### config.mk
export PLATFORM = sky130hd
export DESIGN_NAME = integer_to_word_tokens_top
export DESIGN_NICKNAME = d
export VERILOG_FILES = /design/src/itw_pkg.sv /design/src/integer_to_word_tokens_top.sv /design/src/itw_split.sv
export SDC_FILE = /design/constraint.sdc
export NUM_CORES = 2
export LEC_CHECK = 0
export ABC_AREA = 1
export BUFFER_PORTS_ARGS = -buffer_cell sky130_fd_sc_hd__buf_2
export CAP_MARGIN = 20
export CORE_UTILIZATION = 50
export CTS_CLUSTER_SIZE = 30
export DETAILED_ROUTE_END_ITERATION = 16
export PLACE_DENSITY_LB_ADDON = 0.15
export SYNTH_ARGS = -nofsm -noshare
export SYNTH_HDL_FRONTEND = slang
export SYNTH_SLANG_ARGS = --single-unit
### constraint.sdc
create_clock -name clk_i -period 12 [get_ports clk_i]
set_clock_uncertainty 0.15 [all_clocks]
set_input_delay 1.2 -clock clk_i [delete_from_list [all_inputs] [get_ports clk_i]]
set_output_delay 1.2 -clock clk_i [all_outputs]
set_load 0.005 [all_outputs]
### src/itw_pkg.sv
// itw_pkg: widths, division constants, word token codes and the group digit
// types shared by the integer to word tokens block
// depends on nothing
`timescale 1ns / 1ps

package itw_pkg;

  localparam int unsigned ValueW    = 31;
  localparam int unsigned TokenW    = 5;
  localparam int unsigned MaxTokens = 16;

  // group boundaries
  localparam logic [30:0] TwoBillion  = 31'd2000000000;
  localparam logic [30:0] OneBillion  = 31'd1000000000;
  localparam logic [29:0] OneMillion  = 30'd1000000;
  localparam logic [19:0] OneThousand = 20'd1000;

  // reciprocals for the quotient estimates, floor(2^shift / divisor)
  localparam logic [20:0] RecipMillion       = 21'd1099511;
  localparam int unsigned RecipMillionShift  = 40;
  localparam logic [20:0] RecipThousand      = 21'd1073741;
  localparam int unsigned RecipThousandShift = 30;

  // word token codes
  localparam logic [TokenW-1:0] TokZero       = 5'd0;
  localparam logic [TokenW-1:0] TokTen        = 5'd10;
  localparam logic [TokenW-1:0] TokTensOffset = 5'd18;
  localparam logic [TokenW-1:0] TokHundred    = 5'd28;
  localparam logic [TokenW-1:0] TokThousand   = 5'd29;
  localparam logic [TokenW-1:0] TokMillion    = 5'd30;
  localparam logic [TokenW-1:0] TokBillion    = 5'd31;

  // decimal digits of one group of three
  typedef struct packed {
    logic [3:0] h;
    logic [3:0] t;
    logic [3:0] u;
  } digits_t;

  typedef struct packed {
    logic [1:0] billions;
    digits_t    millions;
    digits_t    thousands;
    digits_t    units;
  } groups_t;

endpackage

### src/integer_to_word_tokens_top.sv
// integer_to_word_tokens_top: spells a 31-bit number as English word tokens
// holds the token sequencer and result register; depends on itw_pkg and itw_split
`timescale 1ns / 1ps

// A number is taken when start is high and busy is low, and comes back as a
// run of word tokens, one per cycle on word_token_o with word_valid_o high
// for exactly that cycle and last_word_o high on the final one; the receiver
// cannot hold tokens off, so each token must be taken as it appears. With
// the block empty an item passes the digit pipeline, the slot registers and
// the result register before its first token appears, and it then holds the
// token output for one token per word, 1 for zero up to 16. An eight-stage
// digit pipeline sits in front of the token sequencer, so items keep being
// taken every cycle while an earlier one is still being spelt; busy rises
// once that pipeline is full and the sequencer has not yet reached the last
// token of the item it is spelling. The runs of consecutive items follow
// each other with no gap. Bits above the 31 of value_i do not exist.

module integer_to_word_tokens_top import itw_pkg::*; (
  input  logic              clk_i,
  input  logic              rst_ni,
  input  logic              start,
  output logic              busy,
  input  logic [ValueW-1:0] value_i,
  output logic              word_valid_o,
  output logic [TokenW-1:0] word_token_o,
  output logic              last_word_o
);

  // five word slots per group: digit, hundred, tens or teens, units, scale;
  // the units group has no scale, so its fifth slot carries the lone zero
  localparam int unsigned SlotsPerGroup = 5;
  localparam int unsigned NumSlots      = 4 * SlotsPerGroup;
  localparam int unsigned SlotIdxW      = $clog2(NumSlots);
  localparam int unsigned ZeroSlot      = NumSlots - 1;

  typedef struct packed {
    logic [SlotsPerGroup-1:0]             mask;
    logic [SlotsPerGroup-1:0][TokenW-1:0] tok;
  } gslot_t;

  // words of one group of three digits, scale word appended when nonzero
  function automatic gslot_t group_slots(digits_t d, logic [TokenW-1:0] scale,
                                         logic has_scale);
    gslot_t s;
    logic   has_h;
    logic   has_tail;
    has_h    = (d.h != 4'd0);
    has_tail = (d.t != 4'd0) || (d.u != 4'd0);
    s.mask[0] = has_h;
    s.tok[0]  = {1'b0, d.h};
    s.mask[1] = has_h;
    s.tok[1]  = TokHundred;
    s.mask[2] = has_tail;
    if (d.t >= 4'd2) begin
      s.tok[2] = TokTensOffset + {1'b0, d.t};
    end else if (d.t == 4'd1) begin
      s.tok[2] = TokTen + {1'b0, d.u};
    end else begin
      s.tok[2] = {1'b0, d.u};
    end
    s.mask[3] = (d.t >= 4'd2) && (d.u != 4'd0);
    s.tok[3]  = {1'b0, d.u};
    s.mask[4] = (has_h || has_tail) && has_scale;
    s.tok[4]  = scale;
    return s;
  endfunction

  // digit pipeline
  logic    grp_valid, grp_ready, split_ready;
  groups_t grp;

  itw_split u_split (
    .clk_i       (clk_i),
    .rst_ni      (rst_ni),
    .in_valid_i  (start),
    .in_ready_o  (split_ready),
    .value_i     (value_i),
    .out_valid_o (grp_valid),
    .out_ready_i (grp_ready),
    .groups_o    (grp)
  );

  assign busy = ~split_ready;

  // slot words for a fresh item, billions first
  digits_t [3:0]             grp_dig;
  logic    [3:0][TokenW-1:0] grp_scale;
  logic    [3:0]             grp_has_scale;
  gslot_t  [3:0]             gs;

  assign grp_dig[0]       = '{h: 4'd0, t: 4'd0, u: {2'b00, grp.billions}};
  assign grp_dig[1]       = grp.millions;
  assign grp_dig[2]       = grp.thousands;
  assign grp_dig[3]       = grp.units;
  assign grp_scale        = {TokZero, TokThousand, TokMillion, TokBillion};
  assign grp_has_scale    = 4'b0111;

  logic [NumSlots-1:0]             raw_mask, new_mask;
  logic [NumSlots-1:0][TokenW-1:0] raw_tok, new_tok;

  for (genvar g = 0; g < 4; g++) begin : g_slots
    assign gs[g] = group_slots(grp_dig[g], grp_scale[g], grp_has_scale[g]);
    assign raw_mask[g*SlotsPerGroup +: SlotsPerGroup] = gs[g].mask;
    assign raw_tok[g*SlotsPerGroup +: SlotsPerGroup]  = gs[g].tok;
  end

  // zero spells as the single word zero
  always_comb begin
    new_mask           = raw_mask;
    new_tok            = raw_tok;
    new_mask[ZeroSlot] = (raw_mask[ZeroSlot-1:0] == '0);
    new_tok[ZeroSlot]  = TokZero;
  end

  // token sequencer: walks the pending slots lowest first
  logic [NumSlots-1:0]             mask_q, mask_d, rest_mask;
  logic [NumSlots-1:0][TokenW-1:0] tok_q;
  logic [SlotIdxW-1:0]             pick;
  logic                            emitting, last_tok, load;

  always_comb begin
    pick = '0;
    for (int i = NumSlots - 1; i >= 0; i--) begin
      if (mask_q[i]) pick = SlotIdxW'(i);
    end
  end

  assign rest_mask = mask_q & (mask_q - NumSlots'(1));
  assign emitting  = |mask_q;
  assign last_tok  = (rest_mask == '0);
  // a new item may enter while the last word of the current one goes out
  assign grp_ready = ~emitting | last_tok;
  assign load      = grp_valid & grp_ready;
  assign mask_d    = load ? new_mask : rest_mask;

  // result register
  logic              word_valid_q, word_valid_d;
  logic [TokenW-1:0] word_token_q, word_token_d;
  logic              last_word_q, last_word_d;

  assign word_valid_d = emitting;
  assign word_token_d = tok_q[pick];
  assign last_word_d  = last_tok;

  always_ff @(posedge clk_i or negedge rst_ni) begin
    if (!rst_ni) begin
      mask_q       <= '0;
      word_valid_q <= 1'b0;
    end else begin
      mask_q       <= mask_d;
      word_valid_q <= word_valid_d;
    end
  end

  always_ff @(posedge clk_i) begin
    if (load) tok_q <= new_tok;
    word_token_q <= word_token_d;
    last_word_q  <= last_word_d;
  end

  assign word_valid_o = word_valid_q;
  assign word_token_o = word_token_q;
  assign last_word_o  = last_word_q;

  // words of one item leave in an unbroken run
  a_run_contiguous: assert property (@(posedge clk_i) disable iff (!rst_ni)
    (word_valid_q && !last_word_q) |=> word_valid_q)
    else $error("token run broken before its last word");

  // every item loaded has at least one word
  a_load_nonempty: assert property (@(posedge clk_i) disable iff (!rst_ni)
    load |=> (mask_q != '0))
    else $error("item loaded with no words");

  // no spelling is longer than the longest number allows
  a_max_tokens: assert property (@(posedge clk_i) disable iff (!rst_ni)
    $countones(mask_q) <= MaxTokens)
    else $error("too many pending words");

  // an idle sequencer gives no strobe
  a_idle_quiet: assert property (@(posedge clk_i) disable iff (!rst_ni)
    !emitting |=> !word_valid_q)
    else $error("strobe without a pending word");

endmodule

### src/itw_split.sv
// itw_split: elastic pipeline that splits a 31-bit value into its billion
// digit and the decimal digits of its million, thousand and unit groups
// depends on itw_pkg
`timescale 1ns / 1ps

module itw_split import itw_pkg::*; (
  input  logic              clk_i,
  input  logic              rst_ni,
  input  logic              in_valid_i,
  output logic              in_ready_o,
  input  logic [ValueW-1:0] value_i,
  output logic              out_valid_o,
  input  logic              out_ready_i,
  output groups_t           groups_o
);

  localparam int unsigned NumStages = 8;

  function automatic logic [3:0] hundreds_of(logic [9:0] g);
    logic [3:0] n;
    n = '0;
    for (int k = 1; k <= 9; k++) begin
      if (g >= 10'(k * 100)) n = n + 4'd1;
    end
    return n;
  endfunction

  function automatic logic [3:0] tens_of(logic [6:0] r);
    logic [3:0] n;
    n = '0;
    for (int k = 1; k <= 9; k++) begin
      if (r >= 7'(k * 10)) n = n + 4'd1;
    end
    return n;
  endfunction

  // stage handshake
  logic [NumStages-1:0] valid_q, valid_d;
  logic [NumStages:0]   adv;

  assign adv[NumStages] = out_ready_i;
  for (genvar k = 0; k < NumStages; k++) begin : g_adv
    assign adv[k] = ~valid_q[k] | adv[k+1];
  end

  assign valid_d = (adv[NumStages-1:0] & {valid_q[NumStages-2:0], in_valid_i})
                 | (~adv[NumStages-1:0] & valid_q);

  always_ff @(posedge clk_i or negedge rst_ni) begin
    if (!rst_ni) begin
      valid_q <= '0;
    end else begin
      valid_q <= valid_d;
    end
  end

  // stage payloads
  logic [30:0]      val_q;
  logic [1:0]       bil1_q, bil2_q, bil3_q, bil4_q, bil5_q, bil6_q;
  logic [29:0]      rem1_q, rem2_q;
  logic [9:0]       qm2_q, mil3_q, mil4_q, mil5_q, qt4_q, tho5_q, uni5_q;
  logic [19:0]      rem3_q, rem4_q;
  logic [2:0][3:0]  hund6_q;
  logic [2:0][6:0]  rest6_q;
  groups_t          groups_q;

  // billion digit by compare and subtract
  logic [1:0]  bil1_d;
  logic [29:0] rem1_d;
  always_comb begin
    if (val_q >= TwoBillion) begin
      bil1_d = 2'd2;
      rem1_d = 30'(val_q - TwoBillion);
    end else if (val_q >= OneBillion) begin
      bil1_d = 2'd1;
      rem1_d = 30'(val_q - OneBillion);
    end else begin
      bil1_d = 2'd0;
      rem1_d = val_q[29:0];
    end
  end

  // million quotient estimate, low by at most one
  logic [50:0] prod_m;
  logic [9:0]  qm2_d;
  assign prod_m = 51'(rem1_q) * 51'(RecipMillion);
  assign qm2_d  = prod_m[RecipMillionShift +: 10];

  // million correction
  logic [29:0] mm_prod, mm_rem;
  logic [9:0]  mil3_d;
  logic [19:0] rem3_d;
  assign mm_prod = 30'(qm2_q) * OneMillion;
  assign mm_rem  = rem2_q - mm_prod;
  always_comb begin
    if (mm_rem >= OneMillion) begin
      mil3_d = qm2_q + 10'd1;
      rem3_d = 20'(mm_rem - OneMillion);
    end else begin
      mil3_d = qm2_q;
      rem3_d = mm_rem[19:0];
    end
  end

  // thousand quotient estimate, low by at most one
  logic [40:0] prod_t;
  logic [9:0]  qt4_d;
  assign prod_t = 41'(rem3_q) * 41'(RecipThousand);
  assign qt4_d  = prod_t[RecipThousandShift +: 10];

  // thousand correction
  logic [19:0] tt_prod, tt_rem;
  logic [9:0]  tho5_d, uni5_d;
  assign tt_prod = 20'(qt4_q) * OneThousand;
  assign tt_rem  = rem4_q - tt_prod;
  always_comb begin
    if (tt_rem >= OneThousand) begin
      tho5_d = qt4_q + 10'd1;
      uni5_d = 10'(tt_rem - OneThousand);
    end else begin
      tho5_d = qt4_q;
      uni5_d = tt_rem[9:0];
    end
  end

  // hundreds digit of each group, then tens and units
  logic [2:0][9:0] grp5;
  logic [2:0][3:0] hund6_d;
  logic [2:0][6:0] rest6_d;
  logic [2:0][3:0] tens7, unit7;
  assign grp5 = {mil5_q, tho5_q, uni5_q};
  for (genvar g = 0; g < 3; g++) begin : g_digits
    assign hund6_d[g] = hundreds_of(grp5[g]);
    assign rest6_d[g] = 7'(grp5[g] - 10'(hund6_d[g]) * 10'd100);
    assign tens7[g]   = tens_of(rest6_q[g]);
    assign unit7[g]   = 4'(rest6_q[g] - 7'(tens7[g]) * 7'd10);
  end

  groups_t groups_d;
  always_comb begin
    groups_d.billions  = bil6_q;
    groups_d.millions  = '{h: hund6_q[2], t: tens7[2], u: unit7[2]};
    groups_d.thousands = '{h: hund6_q[1], t: tens7[1], u: unit7[1]};
    groups_d.units     = '{h: hund6_q[0], t: tens7[0], u: unit7[0]};
  end

  always_ff @(posedge clk_i) begin
    if (adv[0]) val_q <= value_i;
    if (adv[1]) begin
      bil1_q <= bil1_d;
      rem1_q <= rem1_d;
    end
    if (adv[2]) begin
      bil2_q <= bil1_q;
      rem2_q <= rem1_q;
      qm2_q  <= qm2_d;
    end
    if (adv[3]) begin
      bil3_q <= bil2_q;
      mil3_q <= mil3_d;
      rem3_q <= rem3_d;
    end
    if (adv[4]) begin
      bil4_q <= bil3_q;
      mil4_q <= mil3_q;
      rem4_q <= rem3_q;
      qt4_q  <= qt4_d;
    end
    if (adv[5]) begin
      bil5_q <= bil4_q;
      mil5_q <= mil4_q;
      tho5_q <= tho5_d;
      uni5_q <= uni5_d;
    end
    if (adv[6]) begin
      bil6_q  <= bil5_q;
      hund6_q <= hund6_d;
      rest6_q <= rest6_d;
    end
    if (adv[7]) groups_q <= groups_d;
  end

  assign in_ready_o  = adv[0];
  assign out_valid_o = valid_q[NumStages-1];
  assign groups_o    = groups_q;

endmodule
==> results summary <==
The final-layout setup total negative slack came out at 0 ps. The instance count of the mapped netlist is 4882. The number of filler instances in the final layout is 7919.

The number of warnings issued by yosys came out at 0. The antenna violation net count after detailed routing is 0. The mean area per synthesized cell is 8.785 um2. The initial antenna violation count came to 2. In the synthesized netlist the dominant register cell turns out to be sky130_fd_sc_hd__edfxtp_1. The required arrival time at the worst endpoint is 12190 ps. The wire length of the first global-routing pass is 161.2 mm. The slowest stage of the critical path is the sky130_fd_sc_hd__fa_1 cell. The clock transition at the registers of the reported paths is 70 ps. The time the final worst path needs with I/O delays and setup came out at 7387 ps. The length in cells of the worst reg-to-reg path is 32. The critical path runs through a total of 32 cells. Setup repair after global routing left no endpoint under its margin. The layout cell share with drive strength beyond 1 came out at 5.215%.

The worst setup slack for register-to-register paths came out at 4610 ps. The cell type group with the largest total delay on the critical path is adder cells. The count of cell types in the netlist came out at 69.

Relative to the synthesized area, the layout overhead comes to 7.098%. The setup path with the least slack is of type flop to flop. The worst setup path is captured at a flop. Of the available clock period, the critical path in the final layout requires 61.56%.

The startpoint of the most critical hold path is u_split.rem4_q[2]$_DFFE_PP_. The weighted congestion at the end of routability-driven global placement came out at 0.9026. The clock latency of the later-clocked register in the worst-skew pair came out at 600 ps.

The x dimension of the die is 294.9 um. For the pin with the worst max-slew slack, the measured transition is 1033 ps. The final hold violation count is 0.

The total congestion overflow is 0. The effective utilization at floorplan is 50.45%. The path with the worst hold slack has its endpoint at u_split.uni5_q[2]$_DFFE_PP_. The average wire per cell in the routed design is 15.81 um. The total number of vias is 30980. STA classifies the critical path startpoint as a flop. The number of port buffers came out at 41. Entering global routing, the biggest net connects 44 pins. The maximum count of clock buffers along a single path came out at 3. When the netlist entered floorplanning its net count stood at 5967. Dividing the detail-routed via count by the number of cells gives 5.054.

In this run the critical register-to-register path is captured at u_split.mil3_q[1]$_DFFE_PP_. The final routed wirelength across all metal layers came out at 96.91 mm. The run finished with clean final reports. The number of nets at the end of the flow came out at 6036.

The total clock sinks is 358. The number of cells on the worst hold path came out at 0. The number of gates resized after CTS came out at 0.

The number of hold buffers added after CTS was 0. The clock tree from TritonCTS is done. The vertical extent of the die is 294.9 um.

The antenna cell count came out at 0. The global router's overall resource usage is 23.41%. The core area came out at 85010 um2. The synthesized flop and latch total is 358. The most numerous cell type found on the critical path is sky130_fd_sc_hd__nand2_1. The DRC violation count after routing came out at 0. The maximum single-stage delay on the critical path is 550 ps. The site row count came out at 107. The HPWL after detailed placement is 82.03 mm. The post-CTS setup buffer count came out at 0. The critical path buffer and inverter count is 5. The TritonCTS buffer count is 43. Setup violations remaining at the end of the flow were counted as 0.

The share of synthesized flip-flops with an asynchronous set or reset is 7.542%. The die covers 86950 um2. 42 I/O pins were placed. The maximum clock frequency came out at 135.4 MHz. Max-cap violations in this run came to 0.

The max-slew violation count came out at 0. For the worst setup path, the data arrival time is 7570 ps. The worst-path maximum fanout came out at 20. The launch point of the worst reg-to-reg path is u_split.qm2_q[1]$_DFFE_PP_. The number of global-route vias before repair was 31440. The buffer cell driving the clock tree root is sky130_fd_sc_hd__clkbuf_16. The remaining max-slew budget at the tightest pin came out at 30.87%. The first-pass iteration count of the detailed router is 5.

The sequential share of the synthesized area is 24.61%. The class of the most critical hold timing path is flop to flop. The netlist area before placement came out at 42890 um2.

The number of enable-type register cells in the synthesized netlist came out at 325. The count of H-tree levels built during CTS is 2. In this run, the number of DRC markers left after iteration 0 of detailed routing was 1514.
[cell type report]
class                   instances  area [um2]  area share (%)
multi-input cells            3268       27600           60.08
flip-flops and latches        358       10560           22.98
inverters                    1232        4624           10.07
repair buffers                 48       257.7          0.5612
clock buffers                  55        1141           2.484
clock inverters                25       326.6          0.7110
well taps                    1144        1431           3.116
[flip-flops by register name, indices dropped and copies added, names as in the netlist, 10 cells and up, named ones only]
register	flops
u_split.rest6_q	21
u_split.rem1_q	30
u_split.qm2_q	10
u_split.mil3_q	10
u_split.rem3_q	20
u_split.rem2_q	30
u_split.tho5_q	10
u_split.uni5_q	10
u_split.mil5_q	10
u_split.mil4_q	10
u_split.val_q	31
u_split.rem4_q	20
tok_q	41
u_split.qt4_q	10
u_split.groups_d	12
u_split.groups_o	38
mask_q	18
[cell usage in the layout (no fill, tap or decap), types with 25 or more instances in the layout]
cell type,netlist,routed
sky130_fd_sc_hd__o21ai_0,160,160
sky130_fd_sc_hd__ha_1,643,643
sky130_fd_sc_hd__nor2_1,232,232
sky130_fd_sc_hd__nor3_1,46,46
sky130_fd_sc_hd__nand2_1,822,820
sky130_fd_sc_hd__inv_1,1212,1211
sky130_fd_sc_hd__xor2_1,112,112
sky130_fd_sc_hd__a31oi_1,39,39
sky130_fd_sc_hd__fa_1,408,408
sky130_fd_sc_hd__clkbuf_16,0,43
sky130_fd_sc_hd__nand2_2,31,33
sky130_fd_sc_hd__nand4_1,59,59
sky130_fd_sc_hd__dfrtp_1,27,27
sky130_fd_sc_hd__nand3_1,195,194
sky130_fd_sc_hd__edfxtp_1,325,325
sky130_fd_sc_hd__buf_2,8,41
sky130_fd_sc_hd__xnor2_1,58,58
sky130_fd_sc_hd__a21oi_1,198,198
sky130_fd_sc_hd__or2_2,25,25
[per-layer routing]
layer	wire length, um	vias up	track usage, %	part of all wire (%)
li1	-	15740	-	-
met1	44630	14630	31.30	46
met2	46480	471	40.36	48
met3	3494	138	2.632	3.6
met4	2305	0	5.691	2.4
met5	0	-	0	0
[worst max-delay path by stage]
| stage | startpoint | end |
|---|---|---|
| floorplan | u_split.qm2_q[1]$_DFFE_PP_ | u_split.mil3_q[8]$_DFFE_PP_ |
| global placement | u_split.qm2_q[1]$_DFFE_PP_ | u_split.rem3_q[7]$_DFFE_PP_ |
| detailed placement | u_split.qm2_q[1]$_DFFE_PP_ | u_split.mil3_q[1]$_DFFE_PP_ |
| CTS | u_split.qm2_q[1]$_DFFE_PP_ | u_split.mil3_q[1]$_DFFE_PP_ |
| global route | u_split.qm2_q[1]$_DFFE_PP_ | u_split.mil3_q[1]$_DFFE_PP_ |
| finish | u_split.qm2_q[1]$_DFFE_PP_ | u_split.mil3_q[1]$_DFFE_PP_ |
[logic make-up (layout without fill, tap and decap cells)]
kind of cell	after synthesis	count (layout)	share of synthesized area, %
buf+inv	1256	1360	11.07
compound gates	538	538	7.297
simple gates	1500	1500	15.41
xor+xnor	178	178	3.790
fa+ha+maj	1051	1051	37.80
flops	358	358	24.61
mux	1	1	0.02334
[per-stage QoR]
stage / instances / hold WS [ps] / util, % / setup slack, ps / instance area (um2)
after floorplan: 4882 / 250.3 / - / 5474 / 42890
after global placement: 6050 / 251.3 / 52.30 / 4821 / 44460
after global routing: 6130 / 270.7 / 54.03 / 3882 / 45930
after CTS: 6130 / 267.4 / 54.03 / 4612 / 45930
final: 6130 / 266.5 / 54.03 / 4613 / 45930
after detailed placement: 6050 / 254.5 / 52.30 / 4729 / 44460
[cells in the mapped netlist, drive strengths merged (27+ instances only)]
library cell  count  area (um2)
or2              35       219.0
a21oi           208        1086
nand3           199        1023
inv            1231        4621
fa              408        8168
dfrtp            27       675.7
o21ai           194        1023
edfxtp          325        9759
nand4            61       394.1
a31oi            39       244.0
nand2           857        3324
xnor2            62       573.1
nor2            246        1011
ha              643        8045
xor2            115        1030
nor3             51       280.3
Power is not shown: default switching activity piles up to over one toggle a cycle in this logic, so the estimate is an artifact.
